**config.mk**
```make
export PLATFORM = sky130hd
export DESIGN_NAME = indexed_insert_remove_array
export DESIGN_NICKNAME = d
export VERILOG_FILES = /design/src/rtl/core/iira_pkg.sv /design/src/rtl/core/iira_ctrl.sv /design/src/rtl/core/iira_dpath.sv /design/src/rtl/core/indexed_insert_remove_array.sv
export SDC_FILE = /design/constraint.sdc
export NUM_CORES = 1
export LEC_CHECK = 0
export BUFFER_PORTS_ARGS = -buffer_cell sky130_fd_sc_hd__buf_2
export CELL_PAD_IN_SITES_DETAIL_PLACEMENT = 1
export CELL_PAD_IN_SITES_GLOBAL_PLACEMENT = 2
export CORE_ASPECT_RATIO = 0.7
export CORE_MARGIN = 8
export CORE_UTILIZATION = 40
export CTS_BUF_LIST = sky130_fd_sc_hd__clkbuf_4 sky130_fd_sc_hd__clkbuf_8
export CTS_CLUSTER_SIZE = 20
export DETAILED_ROUTE_END_ITERATION = 10
export HOLD_SLACK_MARGIN = 0.02
export PLACE_DENSITY_LB_ADDON = 0.12
export SLEW_MARGIN = 5
export SYNTH_ARGS = -nofsm -noshare
export SYNTH_HDL_FRONTEND = slang
export SYNTH_SLANG_ARGS = --single-unit
```
**constraint.sdc**
```tcl
create_clock -name clk_i -period 7.09 [get_ports clk_i]
set_clock_uncertainty 0.15 [all_clocks]
set_input_delay 0.709 -clock clk_i [delete_from_list [all_inputs] [get_ports clk_i]]
set_output_delay 0.709 -clock clk_i [all_outputs]
set_load 0.01 [all_outputs]
```
**src/rtl/core/iira_pkg.sv**
```systemverilog
// ----------------------------------------------------------------------------
// iira_pkg: shared types and constants for the indexed insert/remove array
// Opcodes, status codes, port field widths, controller states and the
// command bundle between the controller and the datapath.
// ----------------------------------------------------------------------------
package iira_pkg;

  // Port field widths (fixed by the interface)
  localparam int unsigned OP_W   = 3;
  localparam int unsigned IDX_W  = 5;
  localparam int unsigned DATA_W = 32;
  localparam int unsigned STAT_W = 2;
  localparam int unsigned CNT_W  = 5;

  // Default storage geometry
  localparam int unsigned CAPACITY_DEF    = 16;
  localparam int unsigned VALUE_WIDTH_DEF = 32;

  // Opcodes
  typedef enum logic [OP_W-1:0] {
    OP_APPEND    = 3'd0,
    OP_INSERT    = 3'd1,
    OP_READ      = 3'd2,
    OP_OVERWRITE = 3'd3,
    OP_REMOVE    = 3'd4
  } op_e;

  // Result status
  typedef enum logic [STAT_W-1:0] {
    ST_OK    = 2'd0,
    ST_RANGE = 2'd1,
    ST_FULL  = 2'd2
  } status_e;

  // Controller states
  typedef enum logic {
    S_IDLE = 1'b0,
    S_EXEC = 1'b1
  } ctl_state_e;

  // Commands from controller to datapath
  typedef struct packed {
    logic load;    // capture the incoming transaction
    logic commit;  // execute the held operation and load the result
  } iira_cmd_t;

endpackage

```
**src/rtl/core/iira_ctrl.sv**
```systemverilog
// ----------------------------------------------------------------------------
// iira_ctrl: transaction controller
// Takes one operation at a time, waits for the result register to be free,
// then tells the datapath to execute and tracks the output valid.
// ----------------------------------------------------------------------------
module iira_ctrl (
  input  logic              clk_i,
  input  logic              rst_ni,
  input  logic              in_valid_i,
  output logic              in_stall_o,
  output logic              out_valid_o,
  input  logic              out_stall_i,
  output iira_pkg::iira_cmd_t cmd_o
);
  import iira_pkg::*;

  ctl_state_e state_q, state_d;
  logic       out_valid_q, out_valid_d;
  logic       res_free;

  // Result slot is free when empty or being drained this cycle
  assign res_free = !out_valid_q || !out_stall_i;

  // Next state
  always_comb begin
    state_d = state_q;
    unique case (state_q)
      S_IDLE: begin
        if (in_valid_i) state_d = S_EXEC;
      end
      S_EXEC: begin
        if (res_free) state_d = S_IDLE;
      end
      default: state_d = S_IDLE;
    endcase
  end

  // Outputs and commands
  always_comb begin
    in_stall_o = 1'b1;
    cmd_o      = '0;
    unique case (state_q)
      S_IDLE: begin
        in_stall_o = 1'b0;
        cmd_o.load = in_valid_i;
      end
      S_EXEC: begin
        cmd_o.commit = res_free;
      end
      default: begin
        in_stall_o = 1'b1;
      end
    endcase
  end

  // Output valid tracking
  always_comb begin
    out_valid_d = out_valid_q;
    if (cmd_o.commit) begin
      out_valid_d = 1'b1;
    end else if (out_valid_q && !out_stall_i) begin
      out_valid_d = 1'b0;
    end
  end

  always_ff @(posedge clk_i or negedge rst_ni) begin
    if (!rst_ni) begin
      state_q     <= S_IDLE;
      out_valid_q <= 1'b0;
    end else begin
      state_q     <= state_d;
      out_valid_q <= out_valid_d;
    end
  end

  assign out_valid_o = out_valid_q;

endmodule

```
**src/rtl/core/iira_dpath.sv**
```systemverilog
// ----------------------------------------------------------------------------
// iira_dpath: entry cells, count and result register
// A row of cells, each of which loads its neighbor, the new value or holds,
// so an insert or remove shifts the whole tail in one commit.
// ----------------------------------------------------------------------------
module iira_dpath #(
  parameter int unsigned CAPACITY    = iira_pkg::CAPACITY_DEF,
  parameter int unsigned VALUE_WIDTH = iira_pkg::VALUE_WIDTH_DEF
) (
  input  logic                        clk_i,
  input  logic                        rst_ni,
  input  iira_pkg::iira_cmd_t         cmd_i,
  input  logic [iira_pkg::OP_W-1:0]   opcode_i,
  input  logic [iira_pkg::IDX_W-1:0]  index_i,
  input  logic [iira_pkg::DATA_W-1:0] value_i,
  output logic [iira_pkg::STAT_W-1:0] status_o,
  output logic [iira_pkg::DATA_W-1:0] read_data_o,
  output logic [iira_pkg::CNT_W-1:0]  count_o,
  output logic                        is_empty_o
);
  import iira_pkg::*;

  localparam int unsigned CW   = $clog2(CAPACITY + 1);
  localparam int unsigned AW   = $clog2(CAPACITY);
  localparam int unsigned CMPW = (CW > IDX_W) ? CW : IDX_W;

  // Held operation
  logic [OP_W-1:0]        op_q;
  logic [IDX_W-1:0]       idx_q;
  logic [VALUE_WIDTH-1:0] val_q;

  // State
  logic [VALUE_WIDTH-1:0] entries_q [CAPACITY];
  logic [CW-1:0]          count_q, count_d;

  // Result register
  logic [STAT_W-1:0]      status_q, status_d;
  logic [VALUE_WIDTH-1:0] rdata_q, rdata_d;

  logic [CMPW-1:0]        idx_x, cnt_x;
  logic [VALUE_WIDTH-1:0] rd_word;
  logic                   is_full;
  logic                   do_append, do_insert, do_write, do_remove;

  assign idx_x   = CMPW'(idx_q);
  assign cnt_x   = CMPW'(count_q);
  assign is_full = (count_q == CW'(CAPACITY));
  assign rd_word = entries_q[idx_x[AW-1:0]];

  // Capture transaction
  always_ff @(posedge clk_i) begin
    if (cmd_i.load) begin
      op_q  <= opcode_i;
      idx_q <= index_i;
      val_q <= VALUE_WIDTH'(value_i);
    end
  end

  // Operation decode and range checks
  always_comb begin
    status_d  = ST_OK;
    rdata_d   = '0;
    count_d   = count_q;
    do_append = 1'b0;
    do_insert = 1'b0;
    do_write  = 1'b0;
    do_remove = 1'b0;
    unique case (op_q)
      OP_APPEND: begin
        if (is_full) begin
          status_d = ST_FULL;
        end else begin
          do_append = 1'b1;
          count_d   = count_q + 1'b1;
        end
      end
      OP_INSERT: begin
        if (idx_x > cnt_x) begin
          status_d = ST_RANGE;
        end else if (is_full) begin
          status_d = ST_FULL;
        end else begin
          do_insert = 1'b1;
          count_d   = count_q + 1'b1;
        end
      end
      OP_READ: begin
        if (idx_x >= cnt_x) status_d = ST_RANGE;
        else                rdata_d  = rd_word;
      end
      OP_OVERWRITE: begin
        if (idx_x >= cnt_x) status_d = ST_RANGE;
        else                do_write = 1'b1;
      end
      OP_REMOVE: begin
        if (idx_x >= cnt_x) begin
          status_d = ST_RANGE;
        end else begin
          rdata_d   = rd_word;
          do_remove = 1'b1;
          count_d   = count_q - 1'b1;
        end
      end
      default: begin
        status_d = ST_OK;
      end
    endcase
  end

  // Entry cells
  for (genvar i = 0; i < CAPACITY; i++) begin : g_cell
    localparam logic [CMPW-1:0] POS  = CMPW'(i);
    localparam logic [CMPW-1:0] POS1 = CMPW'(i + 1);
    logic [VALUE_WIDTH-1:0] left_w, right_w;
    logic                   ld_val, ld_left, ld_right;

    if (i > 0) begin : g_left
      assign left_w = entries_q[i-1];
    end else begin : g_nleft
      assign left_w = '0;
    end

    if (i < CAPACITY - 1) begin : g_right
      assign right_w = entries_q[i+1];
    end else begin : g_nright
      assign right_w = '0;
    end

    assign ld_val   = cmd_i.commit && (((do_insert || do_write) && (POS == idx_x)) ||
                                       (do_append && (POS == cnt_x)));
    assign ld_left  = cmd_i.commit && do_insert && (POS > idx_x) && (POS <= cnt_x);
    assign ld_right = cmd_i.commit && do_remove && (POS >= idx_x) && (POS1 < cnt_x);

    always_ff @(posedge clk_i) begin
      if (ld_val) begin
        entries_q[i] <= val_q;
      end else if (ld_left) begin
        entries_q[i] <= left_w;
      end else if (ld_right) begin
        entries_q[i] <= right_w;
      end
    end
  end

  // Count
  always_ff @(posedge clk_i or negedge rst_ni) begin
    if (!rst_ni) begin
      count_q <= '0;
    end else if (cmd_i.commit) begin
      count_q <= count_d;
    end
  end

  // Result register
  always_ff @(posedge clk_i) begin
    if (cmd_i.commit) begin
      status_q <= status_d;
      rdata_q  <= rdata_d;
    end
  end

  // count_q only moves on commit, so it holds with the result
  assign status_o    = status_q;
  assign read_data_o = DATA_W'(rdata_q);
  assign count_o     = CNT_W'(count_q);
  assign is_empty_o  = (count_q == '0);

endmodule

```
**src/rtl/core/indexed_insert_remove_array.sv**
```systemverilog
// ----------------------------------------------------------------------------
// indexed_insert_remove_array: ordered word store with indexed insert/remove
// Append, insert, read, overwrite and remove on up to CAPACITY words; every
// result reports status, data, count and an empty flag.
// ----------------------------------------------------------------------------
//
//   Channel | Direction | Handshake               | Payload
//   --------+-----------+-------------------------+-------------------------------
//   in      | input     | in_valid_i / in_stall_o | opcode_i, index_i, value_i
//   out     | output    | out_valid_o/out_stall_i | status_o, read_data_o,
//           |           |                         | count_o, is_empty_o
//
// Each transaction is captured in S_IDLE, then executed in S_EXEC on the cell
// row (the whole tail shifts on that commit), which also loads the result.
// A new transaction is not taken until the last one has executed.
// Reset clears the count and the control state; entry contents are undefined.
// A new transaction is taken while a result waits; execution holds until the
// result register is drained.
//
module indexed_insert_remove_array #(
  parameter int unsigned CAPACITY    = iira_pkg::CAPACITY_DEF,
  parameter int unsigned VALUE_WIDTH = iira_pkg::VALUE_WIDTH_DEF
) (
  input  logic                        clk_i,
  input  logic                        rst_ni,
  input  logic                        in_valid_i,
  output logic                        in_stall_o,
  input  logic [iira_pkg::OP_W-1:0]   opcode_i,
  input  logic [iira_pkg::IDX_W-1:0]  index_i,
  input  logic [iira_pkg::DATA_W-1:0] value_i,
  output logic                        out_valid_o,
  input  logic                        out_stall_i,
  output logic [iira_pkg::STAT_W-1:0] status_o,
  output logic [iira_pkg::DATA_W-1:0] read_data_o,
  output logic [iira_pkg::CNT_W-1:0]  count_o,
  output logic                        is_empty_o
);
  import iira_pkg::*;

  iira_cmd_t cmd;

  // Controller
  iira_ctrl u_ctrl (
    .clk_i       (clk_i),
    .rst_ni      (rst_ni),
    .in_valid_i  (in_valid_i),
    .in_stall_o  (in_stall_o),
    .out_valid_o (out_valid_o),
    .out_stall_i (out_stall_i),
    .cmd_o       (cmd)
  );

  // Datapath
  iira_dpath #(
    .CAPACITY    (CAPACITY),
    .VALUE_WIDTH (VALUE_WIDTH)
  ) u_dpath (
    .clk_i       (clk_i),
    .rst_ni      (rst_ni),
    .cmd_i       (cmd),
    .opcode_i    (opcode_i),
    .index_i     (index_i),
    .value_i     (value_i),
    .status_o    (status_o),
    .read_data_o (read_data_o),
    .count_o     (count_o),
    .is_empty_o  (is_empty_o)
  );

  // One transaction in flight: after a capture, input is held off
  a_one_in_flight : assert property (@(posedge clk_i) disable iff (!rst_ni)
    (in_valid_i && !in_stall_o) |=> in_stall_o)
    else $error("second transaction taken while one is executing");

  // Execution always produces a visible result
  a_commit_valid : assert property (@(posedge clk_i) disable iff (!rst_ni)
    cmd.commit |=> out_valid_o)
    else $error("result not presented after execution");

  // Execution never overwrites a result still waiting on a stall
  a_no_overrun : assert property (@(posedge clk_i) disable iff (!rst_ni)
    cmd.commit |-> (!out_valid_o || !out_stall_i))
    else $error("result overwritten while stalled");

  // Failed operations return no data
  a_err_no_data : assert property (@(posedge clk_i) disable iff (!rst_ni)
    (out_valid_o && (status_o != ST_OK)) |-> (read_data_o == '0))
    else $error("data returned with error status");

endmodule
```
* After elaboration in Yosys (flattened, before gate mapping)
Memories as Yosys holds them, arrays and structs flattened. A register that Yosys moved wholly into a read port is not among the register bits. Cells that the tools add are included.
Storage, ports and cells: register bits after elaboration 49, RAM bits 512, bits of input ports 44, output and inout port bits 42, word-level logic and storage cells 490, memories 1
Cells by class: add/subtract/negate cells 2, order comparisons 66, equality and inequality tests 37, multiplexer cells 199, bitwise gates (word level) 34, reductions and logical operators 144
Memory list:
- u_dpath.entries_q | words 16, width 32, rd ports 17, clocked after memory_dff 1, wr ports 16, RTL line iira_dpath.sv:33 | logic [VALUE_WIDTH-1:0] entries_q [CAPACITY];
Operators by type and width (number):
- 32-bit 2-to-1 mux | 32
- 1-bit 2-to-1 mux | 159
- 1-bit logical AND | 115
- 4-bit by 5-bit equality test with 1-bit output, first input constant | 16
- 3-bit by 5-bit equality test with 1-bit output, first input constant | 8
- 4-bit by 5-bit greater-or-equal comparator with 1-bit output, first input constant | 8
- 4-bit by 5-bit greater-than comparator with 1-bit output, first input constant | 8
- 4-bit by 5-bit <= comparator with 1-bit output, first input constant | 8
- 4-bit by 5-bit less-than comparator with 1-bit output, first input constant | 8
- 1-bit bitwise OR | 32
- 2-bit by 5-bit equality test with 1-bit output, first input constant | 4
- 3-bit by 5-bit greater-or-equal comparator with 1-bit output, first input constant | 4
- 3-bit by 5-bit greater-than comparator with 1-bit output, first input constant | 4
- 3-bit by 5-bit <= comparator with 1-bit output, first input constant | 4
- 3-bit by 5-bit less-than comparator with 1-bit output, first input constant | 4
- 1-bit logical OR | 18
- 5-bit 2-to-1 mux | 3
- 5-bit case mux with 3 select lines | 1
- 1-bit by 5-bit equality test with 1-bit output, first input constant | 2
- 1-bit by 5-bit greater-or-equal comparator with 1-bit output, first input constant | 2
- 2-bit by 5-bit greater-or-equal comparator with 1-bit output, first input constant | 2
- 1-bit by 5-bit greater-than comparator with 1-bit output, first input constant | 2
- 2-bit by 5-bit greater-than comparator with 1-bit output, first input constant | 2
- 1-bit by 5-bit <= comparator with 1-bit output, first input constant | 2
- other kinds (25) | 34

* Longest topological paths before layout
Gate-level depths: netlist of the first run.
word-level depth 12, gate-level depth with buffers 15, gate-level depth less buffers 8

* Cells and area by module
A second synthesis of the first run with hierarchy kept.
Unflattened totals: cells, all modules 3359, area total of the unflattened synthesis 35819.4 sq um
Modules (own cells, without submodules):
- iira_dpath | instances 1, cells an instance 3352, area an instance 35728.0 sq um, sequential area each 17722.0 sq um
- iira_ctrl | instances 1, cells an instance 7, area an instance 91.3 sq um, sequential area each 50.0 sq um

* Worst setup path after synthesis of the first run
No wires, ideal clock.
kind register to register, start point reg u_dpath.idx_q[0], end point mem u_dpath.entries_q[10][0] (netlist bit), enable pin, library setup time 0.471 ns, arrival time 5.418 ns, data required time 6.469 ns, path slack 1.050 ns, cell stages (with the launch flop) 12, buffers on the path 4, period minus slack after synthesis 6.040 ns, cell sequence edfxtp_1 clkbuf_1 clkbuf_1 buf_2 buf_1 inv_1 ha_1 nand2_1 a21oi_1 a2111oi_2 nand3b_1 o311ai_1
RTL lines:
- from (decl) | RTL line iira_dpath.sv:29 | logic [IDX_W-1:0] idx_q;
- from (signal assigned) | RTL line iira_dpath.sv:54 | idx_q <= index_i;
- to (decl) | RTL line iira_dpath.sv:33

==> impl_metrics.toml, run 1 <==
[run_status]
outcome = "finished, final reports clean"

[finish]
fillCellCount = 8921
drive_gt1_frac = 0.172
syn_to_final_growth_pct = 10.8
layout.nets = 3201
regArea_um2 = 17800
multiInputGateArea_um2 = 14500
final_cell_mix = "nand2_1 (865), edfxtp_1 (586), nor2_1 (454)"
final_common_cell = "nand2_1"

[synth]
synth_area_um2 = 33400
synth_cell_type_count = 70
ys_seq_elements = 593
yosys.area.top_type = "edfxtp_1"
synth_top_area_frac = 0.528
syn_inst = 3148
synth_edf_count = 586
ys_warn_count = 0
syn_area_per_cell_um2 = 10.6
synthArstFlopShare = 0.0118
syn_nets = 3202
ys.flop_type = "edfxtp_1"
ys_seq_area_frac = 0.533
synth_area_leaders = "edfxtp_1 (53%), mux4_2 (11%), nand2_1 (9.7%)"

[clock_network]
clkTransAtPathRegs_ps = 70
numCtsBuffers = 103
cts.sinks = 593
htree_num_levels = 3
cts_tree = "done"
cts_buffer_depth = 3
post-cts-setup-buffer-count = 0
cts-root-buf = "clkbuf_8"
clkLatencyLatePin_ps = 780

[critical_path]
crit_chain = "clkinv_1 -> ha_1 -> and4_4 -> and2_1 -> or4_1 -> nand3b_4 -> nand3_2"
max_stage_delay_ps = 1060
reg2reg_from = "u_dpath.count_o[4]$_DFFE_PN0P_"
reg2reg_depth = 7
arrival_ps = 5580
worst-r2r-setup-slack_ps = 1750
crit_path_end = "u_dpath.entries_q[0][20]$_DFFE_PP_"
endpoint_kind = "register"
crit_required_ps = 7330
critical_path_class = "reg2reg"
worst_r2r_endpoint = "u_dpath.entries_q[0][20]$_DFFE_PP_"
crit_fanout = 33
crit_start = "u_dpath.count_o[4]$_DFFE_PN0P_"
startpoint_type = "register"
crit_path_top_delay_cell = "nand3_2"

[routing]
drt-initial-drc-count = 3272
viasPerCell = 6.31
wl_per_cell_um = 31.1
ant_nets = 0
vias = 27200
route.final.wire_length_um = 134000
drtPass1Iterations = 5
drc_errors = 0

[floorplanning]
die_y_um = 258
coreArea_um2 = 82500
io_pins = 86
rows = 88
dieArea_um2 = 93000
die_width_um = 361
start_util = 0.404

[global_route]
grtUsageTotal = 0.281
grt-ovfl-total = 0
grt_pass1_wl_um = 195000
grt_max_degree = 94
grt_pass1_vias = 26800
grt_antenna_before_repair = 9

[timing]
min_period_ps = 5340
maxSlewViolCount = 0
rsz0062_at_grt = "false"
min_period_over_period = 0.753
hold_slack_ps = 90.3
finalSetupViolCount = 0
worst_pin_slew_ps = 1270
max_freq_ghz = 0.187
slew_headroom = 0.155
tns_ps = 0
hold_violations = 0

[place]
place.gp.congestion = 0.895
port_buffers = 85
place_hpwl_um = 91100

[hold_path]
hp-class = "in2reg"

[pwr]
powerDensity_nw_per_um2 = 288
vdd_drop_max_mv = 0.171
cellLeakagePower_uw = 0.0130

[flow_run]
max_cap_viol_count = 0
-- worst max-delay path, delay by kind of cell (launching register included) --
family                     cells  cell delay [ps]
adders and majority gates      1              480
buffers and inverters          1              470
and+or+nand+nor                5             3140
DFF                            1              610
-- cell type report --
| type | instances | share of cell area |
|---|---|---|
| flip-flops and latches | 593 | 0.481 |
| well taps | 1080 | 0.0366 |
| inverters | 8 | 0.000812 |
| clock inverters | 48 | 0.00677 |
| clock buffers | 143 | 0.0475 |
| repair buffers | 180 | 0.0340 |
| diodes | 3 | 0.000203 |
| multi-input cells | 2261 | 0.393 |
-- logic make-up after synthesis --
logic type / share of synthesized area
buf+inv: 0.0414
simple gates: 0.173
xor+xnor: 0.00158
compound gates: 0.119
flops: 0.533
fa+ha+maj: 0.00375
mux: 0.128
-- report_power, final --
part           internal, uW  leakage, uW  total [uW]  switching (uW)
sequential             4370      0.00540        4860             498
clock                  1640      0.00106        3220            1590
combinational           964      0.00654        2560            1600
-- repair_timing --
action	4_1_cts	5_1_grt
hold buffers	42	0
setup endpoints to repair	0	0
resized for setup	0	0
hold endpoints to repair	48	0
-- synth_stat cells, types with 24 or more instances --
master    instances
clkbuf_1        198
mux2_1           29
a22o_1           32
edfxtp_1        586
a21o_1           40
a31oi_1         400
nor2b_1          34
buf_2            47
mux2i_1          32
mux4_2          160
nand2_1         865
nor2_1          455
a21oi_1          24
buf_6            28
-- flip-flops by register name (all words and copies together) (netlist names) --
signal / cells
u_dpath.entries_q: 512
u_dpath.read_data_o: 32
u_dpath.val_q: 32
u_dpath.count_o: 5
u_dpath.idx_q: 5
u_dpath.op_q: 3
u_dpath.status_o: 2
u_ctrl.out_valid_o: 1
u_ctrl.state_q: 1
-- per-stage QoR --
stage / utilization / total power, uW / worst slack (ps) / std cells / area (um2)
after floorplan: - / 6270 / 1050 / 3148 / 33400
after global placement: 0.419 / 7340 / 1900 / 4080 / 34500
after detailed placement: 0.419 / 7430 / 1810 / 4080 / 34500
after CTS: 0.448 / 10700 / 1800 / 4313 / 37000
after global routing: 0.448 / 11100 / 1440 / 4315 / 37000
final: 0.448 / 10600 / 1750 / 4316 / 37000
-- how the worst min path moves through the flow --
stage | start | cells after the start | to
2_1_floorplan | rst_ni | 0 | u_ctrl.out_valid_o$_DFFE_PN0P_
3_3_place_gp | u_ctrl.out_valid_o$_DFFE_PN0P_ | 1 | u_ctrl.out_valid_o$_DFFE_PN0P_
3_5_place_dp | u_ctrl.out_valid_o$_DFFE_PN0P_ | 1 | u_ctrl.out_valid_o$_DFFE_PN0P_
4_1_cts | index_i[2] | 1 | u_dpath.idx_q[2]$_DFFE_PP_
5_1_grt | index_i[2] | 1 | u_dpath.idx_q[2]$_DFFE_PP_
6_report | index_i[2] | 1 | u_dpath.idx_q[2]$_DFFE_PP_
-- metal layers --
metal  wire length, um  up-vias  global-route usage
met5                 0        -                   0
li1                  -    11600                   -
met2             50000     1320               0.351
met4              2500        0              0.0597
met1             64300    14200               0.444
met3             17400      163               0.113
Note: power is estimated with default switching activity, not from simulation.
==> inputs of run 2 (changes only) <==
- ABC_AREA: default -> 1
- CORE_UTILIZATION: 40 -> 36
- clock period: 7.09 -> 4.8 ns (I/O delays scaled with it)
==> run 2 against run 1 <==
- sequential power grew 38%
- non-clock buffer count rose by 108
- total power is 60% higher
- critical path type unchanged
- largest cell class unchanged
==> impl_metrics.toml, run 2 <==
[flow_run]
max_cap_viol_count = 0

[critical_path]
crit_path_top_delay_cell = "dfrtp_1"
startpoint_type = "register"
crit_required_ps = 5090
max_stage_delay_ps = 670
endpoint_kind = "register"
critical_path_class = "reg2reg"
crit_chain = "inv_1 -> ha_1 -> nand2_1 -> nor2_1 -> nand2_1 -> nand4_1 -> inv_2 -> nand2_2 -> inv_2 -> nand3_4 -> nand3_2 -> buf_4"
worst-path-buf-inv = 4
crit_fanout = 28
cp_top_family = "simple AND/OR/NAND/NOR gates"
arrival_ps = 4370

[finish]
regArea_um2 = 17800
largest-register = "u_dpath.entries_q"
fillCellCount = 12000
final_cell_mix = "nand2_1 (1635), edfxtp_1 (586), inv_1 (442)"
layout.nets = 4740
drive_gt1_frac = 0.107
finalNonFillerCells = 6112
final_common_cell = "nand2_1"
syn_to_final_growth_pct = 13.4
multiInputGateArea_um2 = 15000
largest_reg_flops = 512

[timing]
tns_ps = 0
rsz0062_at_grt = "false"
layout_setup_ws_ps = 724
min_period_ps = 4080
maxSlewViolCount = 0
max_freq_ghz = 0.245
slew_headroom = 0.182
hold_violations = 0
worst_pin_slew_ps = 1230
finalSetupViolCount = 0
min_period_over_period = 0.849

[synth]
synth_area_um2 = 35900
syn_nets = 4690
syn_area_per_cell_um2 = 7.74
synth_cell_type_count = 45
synth_top_family_by_area = "simple AND/OR/NAND/NOR gates"
yosysMostFrequentCell = "nand2_1"
ys_warn_count = 0
syn_inst = 4636
synthAdderAreaFrac = 0.00348
synthTopCellsByCount = "nand2_1 (1651), edfxtp_1 (586), nand3_1 (457), inv_1 (448), o21ai_0 (298)"
synthSimpleGateAreaFrac = 0.283
ys_seq_area_frac = 0.495
synth_top_area_frac = 0.490
synth_area_leaders = "edfxtp_1 (49%), nand2_1 (17%), nand3_1 (6.4%)"
synthArstFlopShare = 0.0118
synth_xor_area_frac = 0.00122
synth_edf_count = 586
ys.flop_type = "edfxtp_1"
synth_compound_area_frac = 0.122
yosys.area.top_type = "edfxtp_1"
ys_seq_elements = 593
muxShareOfSynthArea = 0

[floorplanning]
start_util = 0.361
die_y_um = 280
coreArea_um2 = 99400
io_pins = 86
dieArea_um2 = 110000
die_width_um = 393
rows = 97

[clock_network]
clkLatencyLatePin_ps = 820
numCtsBuffers = 107
cts-root-buf = "clkbuf_8"
htree_num_levels = 3
post-cts-setup-buffer-count = 0
cts_tree = "done"
clkTransAtPathRegs_ps = 70
cts.sinks = 593
cts_buffer_depth = 3

[place]
port_buffers = 85
place_hpwl_um = 115000
dpl_worst_slack_ps = 892
place_inst = 5869
place.gp.congestion = 0.890

[pwr]
vdd_drop_max_mv = 0.222
powerDensity_nw_per_um2 = 418
cellLeakagePower_uw = 0.0176

[global_route]
grt_pass1_wl_um = 268000
grt_antenna_before_repair = 5
grt_pass1_vias = 35600
grt-ovfl-total = 0
grtUsageTotal = 0.335
grt_max_degree = 135

[run_status]
outcome = "finished, final reports clean"

[hold_path]
hp-class = "in2reg"

[routing]
viasPerCell = 5.99
drtPass1Iterations = 6
route.final.wire_length_um = 191000
drc_errors = 0
ant_nets = 0
vias = 36600
wl_per_cell_um = 31.3
drt-initial-drc-count = 4691
run 2: changes by cell type after synthesis, moves of 149 or more:
cell and change:
inv_1 +442, mux4_2 -160, buf_2 +149, nand3_1 +446
nor2_1 -322, o21ai_0 +288, nand2_1 +786, a31oi_1 -378
run 2: metal layers:
layer	vias to the layer above	wire length, um	GRT usage	share of wire
met5	-	13	0.00174	0.000068
met1	18300	83300	0.476	0.44
met3	432	22300	0.0939	0.12
li1	15700	-	-	-
met2	2231	78700	0.487	0.41
met4	2	7130	0.115	0.037
run 2: worst paths after layout:
check / start / slack (ps) / end / cells after the start
setup / recovery: u_dpath.count_o[2]$_DFFE_PN0P_ / 720 / u_dpath.entries_q[12][15]$_DFFE_PP_ / 12
hold / removal: value_i[9] / 220 / u_dpath.val_q[9]$_DFFE_PP_ / 2
setup reg to reg: u_dpath.count_o[2]$_DFFE_PN0P_ / 720 / u_dpath.entries_q[12][15]$_DFFE_PP_ / 12
hold reg to reg: u_ctrl.out_valid_o$_DFFE_PN0P_ / 380 / u_ctrl.out_valid_o$_DFFE_PN0P_ / 2
max in group asynchronous: rst_ni / 3690 / u_dpath.count_o[1]$_DFFE_PN0P_ / 3
min in group asynchronous: rst_ni / 530 / u_dpath.count_o[0]$_DFFE_PN0P_ / 3
run 2: cell type report:
cell class                      count  share of cell area
Tap cell                         1336              0.0411
Inverter                          495              0.0459
Sequential cell                   593               0.437
Timing Repair Buffer              288              0.0567
Antenna cell                        4            0.000246
Clock inverter                     42             0.00710
Multi-Input combinational cell   3201               0.368
Clock buffer                      153              0.0447
run 2: worst reg2reg max path: cells and delay by family, from the launching register on:
kind / cells / cell delay (ps)
and+or+nand+nor: 7 / 1320
adders and majority gates: 1 / 350
DFF: 1 / 670
buffers and inverters: 4 / 1200
run 2: what timing repair did:
action / 4_1_cts / 5_1_grt
gates resized for setup: 0 / 0
hold buffers: 44 / 0
endpoints found under the hold margin: 49 / 0
run 2: power by group:
part	internal, uW	switching, uW	total [uW]
sequential	6370	367	6730
clock	2600	2500	5100
combinational	1300	3880	5180
run 2: logic make-up (layout without fill, tap and decap cells):
group	after synthesis	count (layout)
AOI/OAI and AO/OA	769	769
buffers and inverters	842	978
other	0	4
adders and majority gates	10	10
DFF	593	593
xor gates and xnor gates	5	5
and+or+nand+nor	2417	2417
run 2: through the flow:
stage | hold WS [ps] | instance area, um2 | power, uW | utilization
floorplan | 34.4 | 35900 | 9450 | -
global placement | 189 | 38100 | 11700 | 0.384
detailed placement | 185 | 38100 | 11800 | 0.384
CTS | 163 | 40700 | 16900 | 0.409
global route | 178 | 40700 | 17600 | 0.410
finish | 221 | 40700 | 17000 | 0.410
